`config.mk`:
```
export PLATFORM = sky130hd
export DESIGN_NAME = rbsi_div
export DESIGN_NICKNAME = d
export VERILOG_FILES = /design/src/design/rbsi_pkg.sv /design/src/design/rbsi_div.sv
export SDC_FILE = /design/constraint.sdc
export NUM_CORES = 2
export LEC_CHECK = 0
export ABC_AREA = 0
export BUFFER_PORTS_ARGS = -buffer_cell sky130_fd_sc_hd__buf_2
export CAP_MARGIN = 20
export CORE_ASPECT_RATIO = 0.9
export CORE_MARGIN = 2
export CORE_UTILIZATION = 30
export DETAILED_ROUTE_END_ITERATION = 10
export GPL_TIMING_DRIVEN = 0
export PLACE_DENSITY = 0.55
export SLEW_MARGIN = 20
export SYNTH_ARGS = -nofsm -noshare
export SYNTH_HDL_FRONTEND = slang
export SYNTH_SLANG_ARGS = --single-unit
```
`constraint.sdc`:
```
create_clock -name clk -period 4.8 [get_ports clk]
set_input_delay 0.72 -clock clk [delete_from_list [all_inputs] [get_ports clk]]
set_output_delay 0.72 -clock clk [all_outputs]
set_load 0.01 [all_outputs]
```
`src/design/rbsi_pkg.sv`:
```
// Shared constants and types for the ray/box slab intersection unit.
package rbsi_pkg;

  localparam int FRAC_BITS = 16;             // Q format fraction bits
  localparam int QBITS     = 31;             // quotient bits kept below saturation
  localparam int DIV_LAT   = QBITS + 2;      // divider register count
  localparam int R0_W      = FRAC_BITS + 1;  // width of the first partial remainder

  // Clamped slab time: -1 stands for any negative time, 2^QBITS for any
  // time past the largest distance limit.
  typedef logic signed [QBITS+1:0] slab_t;

  typedef struct packed {
    logic        valid;
    logic [2:0]  par;
    logic [2:0]  in_slab;
    logic [30:0] max_t;
  } side_t;

  typedef struct packed {
    logic              hit;
    logic [30:0]       hit_t;
    logic signed [1:0] nx;
    logic signed [1:0] ny;
    logic signed [1:0] nz;
  } result_t;

endpackage

```
`src/design/rbsi_div.sv`:
```
// Pipelined restoring divider, one quotient bit per stage, saturating.
module rbsi_div (
  input  logic                 clk,
  input  logic                 en,
  input  logic [31:0]          nm,
  input  logic [31:0]          dm,
  input  logic                 neg,
  output rbsi_pkg::slab_t      t
);
  import rbsi_pkg::*;

  localparam int NW = 32 + FRAC_BITS;

  logic [31:0]       rem  [0:QBITS];
  logic [QBITS-1:0]  quo  [0:QBITS];
  logic [QBITS-1:0]  nlow [0:QBITS];
  logic [31:0]       dms  [0:QBITS];
  logic              negs [0:QBITS];
  logic              ovfs [0:QBITS];

  logic [NW-1:0]   numer;
  logic [R0_W-1:0] r0;
  logic [31:0]     mag;

  assign numer = {nm, {FRAC_BITS{1'b0}}};
  assign r0    = numer[NW-1:QBITS];

  // quotient reaches 2^QBITS exactly when the top part already covers dm
  always_ff @(posedge clk) begin
    if (en) begin
      rem[0]  <= 32'(r0);
      quo[0]  <= '0;
      nlow[0] <= numer[QBITS-1:0];
      dms[0]  <= dm;
      negs[0] <= neg;
      ovfs[0] <= (32'(r0) >= dm);
    end
  end

  for (genvar k = 1; k <= QBITS; k++) begin : g_step
    logic [32:0] trial;
    logic        ge;
    assign trial = {rem[k-1], nlow[k-1][QBITS-1]};
    assign ge    = (trial >= {1'b0, dms[k-1]});
    always_ff @(posedge clk) begin
      if (en) begin
        rem[k]  <= ge ? 32'(trial - {1'b0, dms[k-1]}) : trial[31:0];
        quo[k]  <= {quo[k-1][QBITS-2:0], ge};
        nlow[k] <= {nlow[k-1][QBITS-2:0], 1'b0};
        dms[k]  <= dms[k-1];
        negs[k] <= negs[k-1];
        ovfs[k] <= ovfs[k-1];
      end
    end
  end

  assign mag = ovfs[QBITS] ? (32'd1 << QBITS) : {1'b0, quo[QBITS]};

  always_ff @(posedge clk) begin
    if (en) begin
      if (negs[QBITS])
        t <= (mag != 32'd0) ? '1 : '0;
      else
        t <= $signed({1'b0, mag});
    end
  end

endmodule

```
==> results.ini <==
[setup_path]
start_kind=flip-flop
reg2reg_slack_ns=0.14
cp_top_family=compound AO/OA/AOI/OAI gates
crit_start=dms[4][123]
reg2reg_to=rem[20][19]
path_depth=11
cp_slowest_stage_delay_ns=1.53
crit_buf_inv=3
rr_startpoint=dms[4][123]
path_class=flip-flop to flip-flop
cp-endpoint=rem[20][19]
path_cells=inv_1 -> ha_1 -> nand2_1 -> or4_1 -> or4_1 -> nor3_1 -> a2111oi_0 -> o31ai_4 -> buf_2 -> buf_2 -> a21oi_1
worstSetupEndpointType=flip-flop
cp_data_required_time_ns=5.53
path_max_fanout=10
critPathSlowestCell=a2111oi_0
reg2reg_depth=11
arrival_ns=5.39

[die]
start_util_pct=30.2
die_h_um=657
core.rowCount=239
die_area_um2=480000
num_io_pins=100
die_x_um=730
core_um2=472000

[routing]
wl_um=334000
wl_per_cell_um=17.6
drt_iter0_drc=7121
drc=0
routed_via_density=4.78
num_vias=90900
postRouteAntennaNets=0
dr.pass1.iters=6

[synthesis]
yosysTopAreaCellShare_pct=56.6
synth.area.top_cells=edfxtp_1 (57%), ha_1 (8.7%), a21oi_1 (3.7%), inv_1 (3.4%), xnor2_1 (3.1%)
synth_largest_area_cell=edfxtp_1
syn_nets=13100
synthCells=12000
synth_flop_cell=edfxtp_1
synth_edf_count=2682
async_flop_share_pct=0
ys_seq_area_share_pct=56.6
ys_ff_latch=2682
syn_avg_cell_area_um2=11.8
yosysUniqueCellTypes=96
yosys_warnings=0
syn_area_um2=142000

[placement]
place_congestion=0.859
dp_cells=18400
dpl.hpwl_um=250000
port_buffers=99
dp_slack_ns=-0.808
placedInstanceArea_um2=151000

[job]
cap_violations=1

[clocking]
cts.clk_slew.worst_paths_ns=0.06
h-tree-depth=5
clock_sinks=2682
clock_path_buffers=4
cts_tree=yes
cts-root-buf=clkbuf_16
numCtsBuffers=299
clk_latency_ns=0.97

[pwr]
powerDensity_nw_per_um2=656
p_sw_mw=39.3
seq_power_share_pct=35.3
ir_drop_uv=309
p_int_mw=66.9
netSwitchingFraction_pct=37.0
power.leakage_nw=64.4
pwr-share-comb_pct=43.2
total_power_mw=106
clkPwrFrac_pct=21.5

[status]
violations=capacitance limit, slew limit
status=complete, but fails checks

[timing]
whs_ns=0.225
max_slew_margin_pct=-27.5
hold_viol=0
rsz0062_at_grt=no
min_period_ns=4.66
worstMarginPinSlew_ns=1.86
finalSetupViolations=0
post-route-period-util_pct=97.0
maxClockFrequency_mhz=215
fin_ws_ns=0.144
slew_viol_final=3
skew_ns=0.0934
fin_setup_tns_ns=0

[global_routing]
grtUsageTotal_pct=13.5
grt_overflow=0
grt_max_degree=146
grt_pass1_wl_um=516000
antenna_found_initial=5
grt_pass1_vias=88300

[final_layout]
final_cell_area_um2=162000
areaGrowthSynthToFinish_pct=13.8
seqCellArea_um2=80500
mostFrequentLayoutCells=edfxtp_1 (2682), inv_1 (1273), a21oi_1 (1039), ha_1 (994), nor2_1 (745)
layout.cells.non_filler=19000
fillers=46700
drive_gt1_share_pct=8.62
post-route-util_pct=34.3
final_common_cell=edfxtp_1
nets=13600
multi_input_area_um2=56000

[hold_path]
min_path_cells=1
hold_class=input port to flip-flop

==> registers in the layout, indices dropped and copies added, names as in the netlist <==
register  flops
dms         992
negs         32
nlow        120
ovfs         32
quo         496
rem         977
t            33
==> repair_timing <==
| item | 4_1_cts | 5_1_grt |
|---|---|---|
| hold buffers | 65 | 0 |
| gates cloned | 0 | 1 |
| setup endpoints to repair | 254 | 406 |
| gates resized for setup | 28 | 62 |
| hold endpoints to repair | 65 | 0 |
| setup buffers | 2 | 10 |
| pin swaps | 1 | 8 |
==> kinds of logic (layout without fill, tap and decap cells) <==
logic type | count (synthesis) | after routing | synth area share [%]
buf+inv | 1550 | 2281 | 4.17
fa+ha+maj | 1024 | 1024 | 9.17
flops | 2682 | 2682 | 56.6
mux | 373 | 373 | 3.07
simple gates | 2391 | 2391 | 7.96
xor+xnor | 810 | 810 | 4.99
compound gates | 3176 | 3177 | 14.0
other cells | 0 | 6 | 0
==> routing by layer <==
| layer | track usage (%) | up-vias | routed length (um) |
|---|---|---|---|
| met5 | 0 | - | 0 |
| met4 | 3.71 | 0 | 8890 |
| met3 | 1.66 | 466 | 13800 |
| met2 | 21.8 | 1615 | 152000 |
| met1 | 19.2 | 43700 | 160000 |
| li1 | - | 45100 | - |
==> layout make-up <==
cell class                 instances  share of cell area (%)
sequential                      2682                    49.8
buffer                           274                   0.735
inverter                        1273                    2.95
clock buffer                     361                    4.83
multi-input combinational       7775                    34.6
antenna                            6                 0.00928
timing repair buffer             197                    1.14
clock inverter                   176                    1.12
tap                             6266                    4.85
==> cell usage after synthesis, drive strengths merged, types with 25 or more instances <==
| library cell | instances |
|---|---|
| nand4 | 164 |
| clkbuf | 219 |
| and3 | 62 |
| fa | 30 |
| nand3 | 165 |
| nor4 | 38 |
| a211oi | 76 |
| mux2 | 358 |
| xnor2 | 507 |
| buf | 58 |
| o21bai | 141 |
| nor2b | 165 |
| or2 | 32 |
| o21ai | 706 |
| o21a | 144 |
| ha | 994 |
| nor2 | 746 |
| nand2 | 640 |
| and2 | 29 |
| nand2b | 140 |
| a21boi | 27 |
| a31oi | 96 |
| a21oi | 1041 |
| edfxtp | 2682 |
| xor2 | 303 |
| o31a | 31 |
| a21o | 544 |
| inv | 1273 |
| a211o | 33 |
| o211ai | 35 |
| a221oi | 25 |
| nor3 | 109 |
| o31ai | 52 |
==> how the worst min path moves through the flow <==
stage | from | endpoint | slack, ns
6_report | en | nlow[1][19] | 0.23
3_3_place_gp | quo[9][5] | quo[10][6] | 0.40
3_5_place_dp | negs[0][7] | negs[1][0] | 0.40
2_1_floorplan | negs[0][0] | negs[0][1] | 0.40
5_1_grt | en | nlow[1][19] | 0.20
4_1_cts | en | nlow[1][19] | 0.16
==> power groups by stage <==
stage	logic, mW	registers, mW	clock network (mW)
2_1_floorplan	34.6	35.9	0
3_3_place_gp	44.8	40.2	0
3_5_place_dp	45.1	38.1	0
4_1_cts	45.5	37.6	23.7
5_1_grt	51.2	38.0	24.5
6_report	45.8	37.5	22.9
No activity file was read; power rests on OpenSTA's default activity.
