**config.mk**
```make
export PLATFORM = sky130hd
export DESIGN_NAME = rbsi_fold
export DESIGN_NICKNAME = d
export VERILOG_FILES = /design/src/design/rbsi_pkg.sv /design/src/design/rbsi_fold.sv
export SDC_FILE = /design/constraint.sdc
export NUM_CORES = 1
export LEC_CHECK = 0
export BUFFER_PORTS_ARGS = -buffer_cell sky130_fd_sc_hd__buf_2
export CAP_MARGIN = 40
export CORE_ASPECT_RATIO = 1.1
export CORE_MARGIN = 5
export CORE_UTILIZATION = 50
export CTS_CLUSTER_DIAMETER = 100
export DETAILED_ROUTE_END_ITERATION = 6
export PLACE_DENSITY = 0.71
export SYNTH_ARGS = -nofsm -noshare
export SYNTH_HDL_FRONTEND = slang
export SYNTH_SLANG_ARGS = --single-unit
```
**constraint.sdc**
```tcl
create_clock -name clk -period 3.95 [get_ports clk]
set_clock_uncertainty 0.05 [all_clocks]
set_input_delay 0.5925 -clock clk [delete_from_list [all_inputs] [get_ports clk]]
set_output_delay 0.5925 -clock clk [all_outputs]
set_load 0.005 [all_outputs]
```
**src/design/rbsi_pkg.sv**
```systemverilog
// Shared constants and types for the ray/box slab intersection unit.
package rbsi_pkg;

  localparam int FRAC_BITS = 16;             // Q format fraction bits
  localparam int QBITS     = 31;             // quotient bits kept below saturation
  localparam int DIV_LAT   = QBITS + 2;      // divider register count
  localparam int R0_W      = FRAC_BITS + 1;  // width of the first partial remainder

  // Clamped slab time: -1 stands for any negative time, 2^QBITS for any
  // time past the largest distance limit.
  typedef logic signed [QBITS+1:0] slab_t;

  typedef struct packed {
    logic        valid;
    logic [2:0]  par;
    logic [2:0]  in_slab;
    logic [30:0] max_t;
  } side_t;

  typedef struct packed {
    logic              hit;
    logic [30:0]       hit_t;
    logic signed [1:0] nx;
    logic signed [1:0] ny;
    logic signed [1:0] nz;
  } result_t;

endpackage

```
**src/design/rbsi_fold.sv**
```systemverilog
// Slab ordering and per-axis interval narrowing, one axis per stage.
module rbsi_fold (
  input  logic                       clk,
  input  logic                       rst,
  input  logic                       en,
  input  rbsi_pkg::slab_t [2:0]      t_lo,
  input  rbsi_pkg::slab_t [2:0]      t_hi,
  input  rbsi_pkg::side_t            side,
  output logic                       out_valid,
  output rbsi_pkg::result_t          out_res
);
  import rbsi_pkg::*;

  typedef struct packed {
    logic                   ok;
    slab_t                  tmin;
    slab_t                  tmax;
    logic [2:0][1:0]        n;
  } fold_t;

  logic                   vld  [0:2];
  fold_t                  fs   [0:2];
  slab_t [2:0]            ent  [0:2];
  slab_t [2:0]            ext  [0:2];
  logic [2:0][1:0]        ns   [0:2];
  logic [2:0]             par  [0:2];
  logic [2:0]             ins  [0:2];

  function automatic fold_t fold_axis(fold_t s, int a, slab_t e, slab_t x,
                                      logic [1:0] sg, logic p, logic in_slab);
    fold_t r;
    r = s;
    if (s.ok) begin
      if (p) begin
        r.ok = in_slab;
      end else begin
        if (e > s.tmin) begin
          r.tmin = e;
          r.n    = '0;
          r.n[a] = sg;
        end
        if (x < s.tmax) r.tmax = x;
        r.ok = (r.tmin <= r.tmax);
      end
    end
    return r;
  endfunction

  fold_t f0;
  fold_t f1;
  fold_t f2;

  always_comb begin
    f0.ok   = 1'b1;
    f0.tmin = '0;
    f0.tmax = $signed({2'b00, side.max_t});
    f0.n    = '0;
  end

  assign f1 = fold_axis(fs[0], 0, ent[0][0], ext[0][0], ns[0][0], par[0][0], ins[0][0]);
  assign f2 = fold_axis(fs[1], 1, ent[1][1], ext[1][1], ns[1][1], par[1][1], ins[1][1]);

  // stage 0: order entry and exit, entry face sign
  always_ff @(posedge clk) begin
    if (en) begin
      for (int a = 0; a < 3; a++) begin
        if (t_lo[a] > t_hi[a]) begin
          ent[0][a] <= t_hi[a];
          ext[0][a] <= t_lo[a];
          ns[0][a]  <= 2'sd1;
        end else begin
          ent[0][a] <= t_lo[a];
          ext[0][a] <= t_hi[a];
          ns[0][a]  <= -2'sd1;
        end
      end
      fs[0]  <= f0;
      par[0] <= side.par;
      ins[0] <= side.in_slab;
      fs[1]  <= f1;
      fs[2]  <= f2;
      for (int k = 1; k < 3; k++) begin
        ent[k] <= ent[k-1];
        ext[k] <= ext[k-1];
        ns[k]  <= ns[k-1];
        par[k] <= par[k-1];
        ins[k] <= ins[k-1];
      end
    end
  end

  always_ff @(posedge clk) begin
    if (rst) begin
      vld[0]    <= 1'b0;
      vld[1]    <= 1'b0;
      vld[2]    <= 1'b0;
      out_valid <= 1'b0;
    end else if (en) begin
      vld[0]    <= side.valid;
      vld[1]    <= vld[0];
      vld[2]    <= vld[1];
      out_valid <= vld[2];
    end
  end

  fold_t f3;
  assign f3 = fold_axis(fs[2], 2, ent[2][2], ext[2][2], ns[2][2], par[2][2], ins[2][2]);

  always_ff @(posedge clk) begin
    if (en) begin
      out_res.hit   <= f3.ok;
      out_res.hit_t <= f3.ok ? f3.tmin[30:0] : '0;
      out_res.nx    <= f3.ok ? f3.n[0] : '0;
      out_res.ny    <= f3.ok ? f3.n[1] : '0;
      out_res.nz    <= f3.ok ? f3.n[2] : '0;
    end
  end

endmodule

```
==> metrics.md <==
| Metric | Value |
|---|---|
| Hold Vio Cnt, Final | `0` |
| Die Footprint | `0.0782 mm2` |
| Final min period | `4690 ps` |
| Power per cell area | `452 mW/mm2` |
| CTS Sinks | `627` |
| CP Class | `reg2reg` |
| Gr ovfl total | `0` |
| Post-detail-place hpwl | `76200 um` |
| CTS tree | `yes` |
| Relative max-transition margin | `0.387` |
| Max H-tree Level | `3` |
| Clk_lat worst skew | `630 ps` |
| Synth unique cells | `67` |
| Post-Syn Instances | `3029` |
| Crit path capture type | `register` |
| Hold Path Origin | `side[16]` |
| Seq/Total Area, Yosys | `0.518` |
| Final Slew Violations | `0` |
| Setup slack, reg-to-reg | `-740 ps` |
| Clock Root Buffer | `clkbuf_16` |
| Tot Pwr | `21100 uW` |
| Antenna-violating nets left | `0` |
| Layout cells sized above 1 | `0.380` |
| Nets | `4383` |
| Synthesized cell area | `0.0363 mm2` |
| Cell chain of the critical path | `inv_1, ha_4, nand4_1, nor4_4, buf_4, a22oi_2, and4_4, o21ai_4, buf_6, buf_8, buf_6, o21ai_1, ha_1, a21o_1, a21oi_2, nor2b_1, o31a_1, nor4_4, o21ai_4, buf_12, clkbuf_16, nor3b_4` |
| Fmax | `0.213 GHz` |
| Row count | `103` |
| IO buf count | `277` |
| Tightest Pin Transition | `919 ps` |
| Final Wtd Congestion | `0.964` |
| Ys async rst share | `0` |
| Residual DRC | `0` |
| Worst R2R End | `out_res[3]` |
| Final period utilization | `1.19` |
| EDFF count, synth | `626` |
| Top Family by Delay on Critical Path | `simple AND/OR/NAND/NOR gates` |
| CTS Buffer Depth | `3` |
| Placed cell area | `0.0420 mm2` |
| Total wire length | `103000 um` |
| Failing checks | `setup timing` |
| WHS | `93.0 ps` |
| Crit path DAT | `5110 ps` |
| Slowest cell on crit path | `edfxtp_1` |
| Die Width | `267 um` |
| Drt initial violations | `2205` |
| Starting Density | `0.505` |
| RSZ-0062 raised after global routing | `true` |
| GRT Overall Usage | `0.255` |
| Drt first pass iters | `5` |
| Setup WS post-layout | `-743 ps` |
| Critical Path Max Stage Delay | `380 ps` |
| R2r worst-path depth | `22` |
| Critical Path RT | `4370 ps` |
| Pre-CTS setup slack | `-1140 ps` |
| Vias in the first global route | `27000` |
| Final setup fails | `40` |
| Via count | `27200` |
| Global-route wire length before repair | `154000 um` |
| Status | `finished, violations left` |
| Largest net degree at the start of global routing | `168` |
| Startpoint types | `register` |
| Ys Warns | `0` |
| Final Cell Area | `0.0468 mm2` |
| R2R Path Start | `fs[0][196]` |
| Num CTS Buffers | `68` |
| Num ports | `278` |
| CTS clk-pin slew, worst paths | `60 ps` |
| WP buf/inv | `7` |
| Lkg Pwr | `0.0202 uW` |
| Flops & latches, synth | `627` |
| Critical Path Fanout Max | `6` |
| Worst IR drop on VDD | `0.418 mV` |
| Hold worst-path end | `fs[0][22]` |
| Vias per Instance | `5.67` |
| Max Cap Viol | `0` |
| Area delta synth->final | `28.8%` |
| Synthesized area per cell | `12.0 um2` |
| Initial antenna violation count | `7` |
| Most used DFF post-synth | `edfxtp_1` |
| Hold depth | `1` |
| Core Footprint | `0.0719 mm2` |
| Wire per inst | `21.5 um` |
| Hold Crit Class | `in2reg` |
| Core Util, Final | `0.651` |
| Die H | `293 um` |
through the flow:
stage	setup TNS (ps)	std cells
2_1_floorplan	-3370	3030
3_3_place_gp	-38380	4556
3_5_place_dp	-41310	4557
4_1_cts	-19460	4750
5_1_grt	-30920	4789
6_report	-25340	4791
worst max path at each step:
stage	startpoint	to	cells past startpoint
after detailed placement	ent[0][275]	out_res[3]	18
after floorplan	ext[0][282]	out_res[9]	18
after CTS	ent[0][275]	out_res[3]	21
after global placement	ent[0][275]	out_res[1]	17
after global routing	fs[0][196]	out_res[3]	22
final	fs[0][196]	out_res[3]	22
repair_timing:
item	in CTS	in global routing
endpoints found under the setup margin	40	40
pin swaps	83	71
gates resized for setup	225	104
gates cloned	11	3
hold buffers	0	0
setup buffers	57	36
power breakdown:
group	internal [uW]	total (uW)	switching, uW
clock network	3410	6150	2740
logic	3160	6430	3280
registers	8130	8550	422
cells in the final DEF (no fill, tap or decap), drive strengths merged, types with 10 or more instances in the layout:
cell and count:
nor2b 13, a22oi 35, mux2i 63, nor2 73, clkbuf 80, a221oi 12, edfxtp 626, a21o 68
a21oi 167, and2 75, nand3 98, a211oi 50, and4 14, nor4 22, nand2 229, nand2b 41
o211a 36, mux2 296, o31ai 33, o21ai 122, clkinv 29, inv 291, nor3 15, clkinvlp 10
buf 813, ha 359, nand4 91
Yosys cell counts, types with 3 or more instances:
master,instances,area (um2)
a21o_1,68,510
o21ai_0,119,596
o21a_1,6,45.0
o211a_1,36,360
a221o_1,4,40.0
nor2b_1,13,81.3
o211ai_1,5,37.5
nor4_1,20,125
mux2i_1,63,631
and4_1,14,123
nand2_1,228,856
mux2_2,267,3010
or2_2,3,18.8
buf_2,31,155
a21oi_1,167,836
nand3_1,98,490
nor3b_1,7,52.6
buf_4,10,75.1
a211o_1,3,26.3
a22oi_1,35,263
o31ai_1,33,248
nor2_1,73,274
nand2b_1,41,257
a221oi_1,11,96.3
a211oi_1,49,368
and2_1,75,469
nand4_1,91,569
and3_1,5,31.3
mux2_4,29,435
buf_6,6,67.6
buf_1,8,30.0
o21bai_1,5,37.5
nor3_1,15,75.1
edfxtp_1,626,18800
inv_1,282,1060
a31oi_1,7,43.8
clkbuf_1,78,293
ha_1,359,4490
sequential cells by signal, indices dropped and copies added, names as in the netlist:
| name | cells |
|---|---|
| par | 6 |
| ns | 6 |
| ins | 6 |
| out_valid | 1 |
| ext | 198 |
| ent | 198 |
| fs | 171 |
| vld | 3 |
| out_res | 38 |
routing by layer:
metal  GRT usage  share of wire  wire length [um]  vias to the layer above
li1            -              -                 -                    12900
met1       0.341           0.41             42400                    13000
met2       0.418           0.47             48900                     1004
met3      0.0407          0.068              6970                      236
met4       0.105          0.047              4880                        4
met5           0        0.00022                23                        -
cell families (layout without fill, tap and decap cells):
group	Yosys count	in the layout	synth area share
flip-flops	627	627	0.518
AO/OA/AOI/OAI	574	574	0.103
AND/OR/NAND/NOR	693	693	0.0966
multiplexers	359	359	0.112
adder cells (fa/ha/maj)	359	359	0.124
buffers and inverters	416	1227	0.0463
other	1	7	0.000103
worst reg2reg max path: stages (launching register included):
cell and delay (ps):
edfxtp_1 380, inv_1 110, ha_4 290, nand4_1 210
nor4_4 370, buf_4 160, a22oi_2 80, and4_4 220
o21ai_4 230, buf_6 190, buf_8 140, buf_6 140
o21ai_1 90, ha_1 210, a21o_1 160, a21oi_2 140
nor2b_1 60, o31a_1 320, nor4_4 360, o21ai_4 130
buf_12 170, clkbuf_16 160, nor3b_4 180
final cells by class:
class / count / area [um2]
Antenna cell: 5 / 12.5
Clock buffer: 77 / 1760
Clock inverter: 49 / 409
Fill cell: 5372 / 25100
Inverter: 283 / 1060
Multi-Input combinational cell: 1987 / 17300
Sequential cell: 627 / 18800
Tap cell: 945 / 1180
Timing Repair Buffer: 818 / 6190
(Power assumes the default switching activity.)
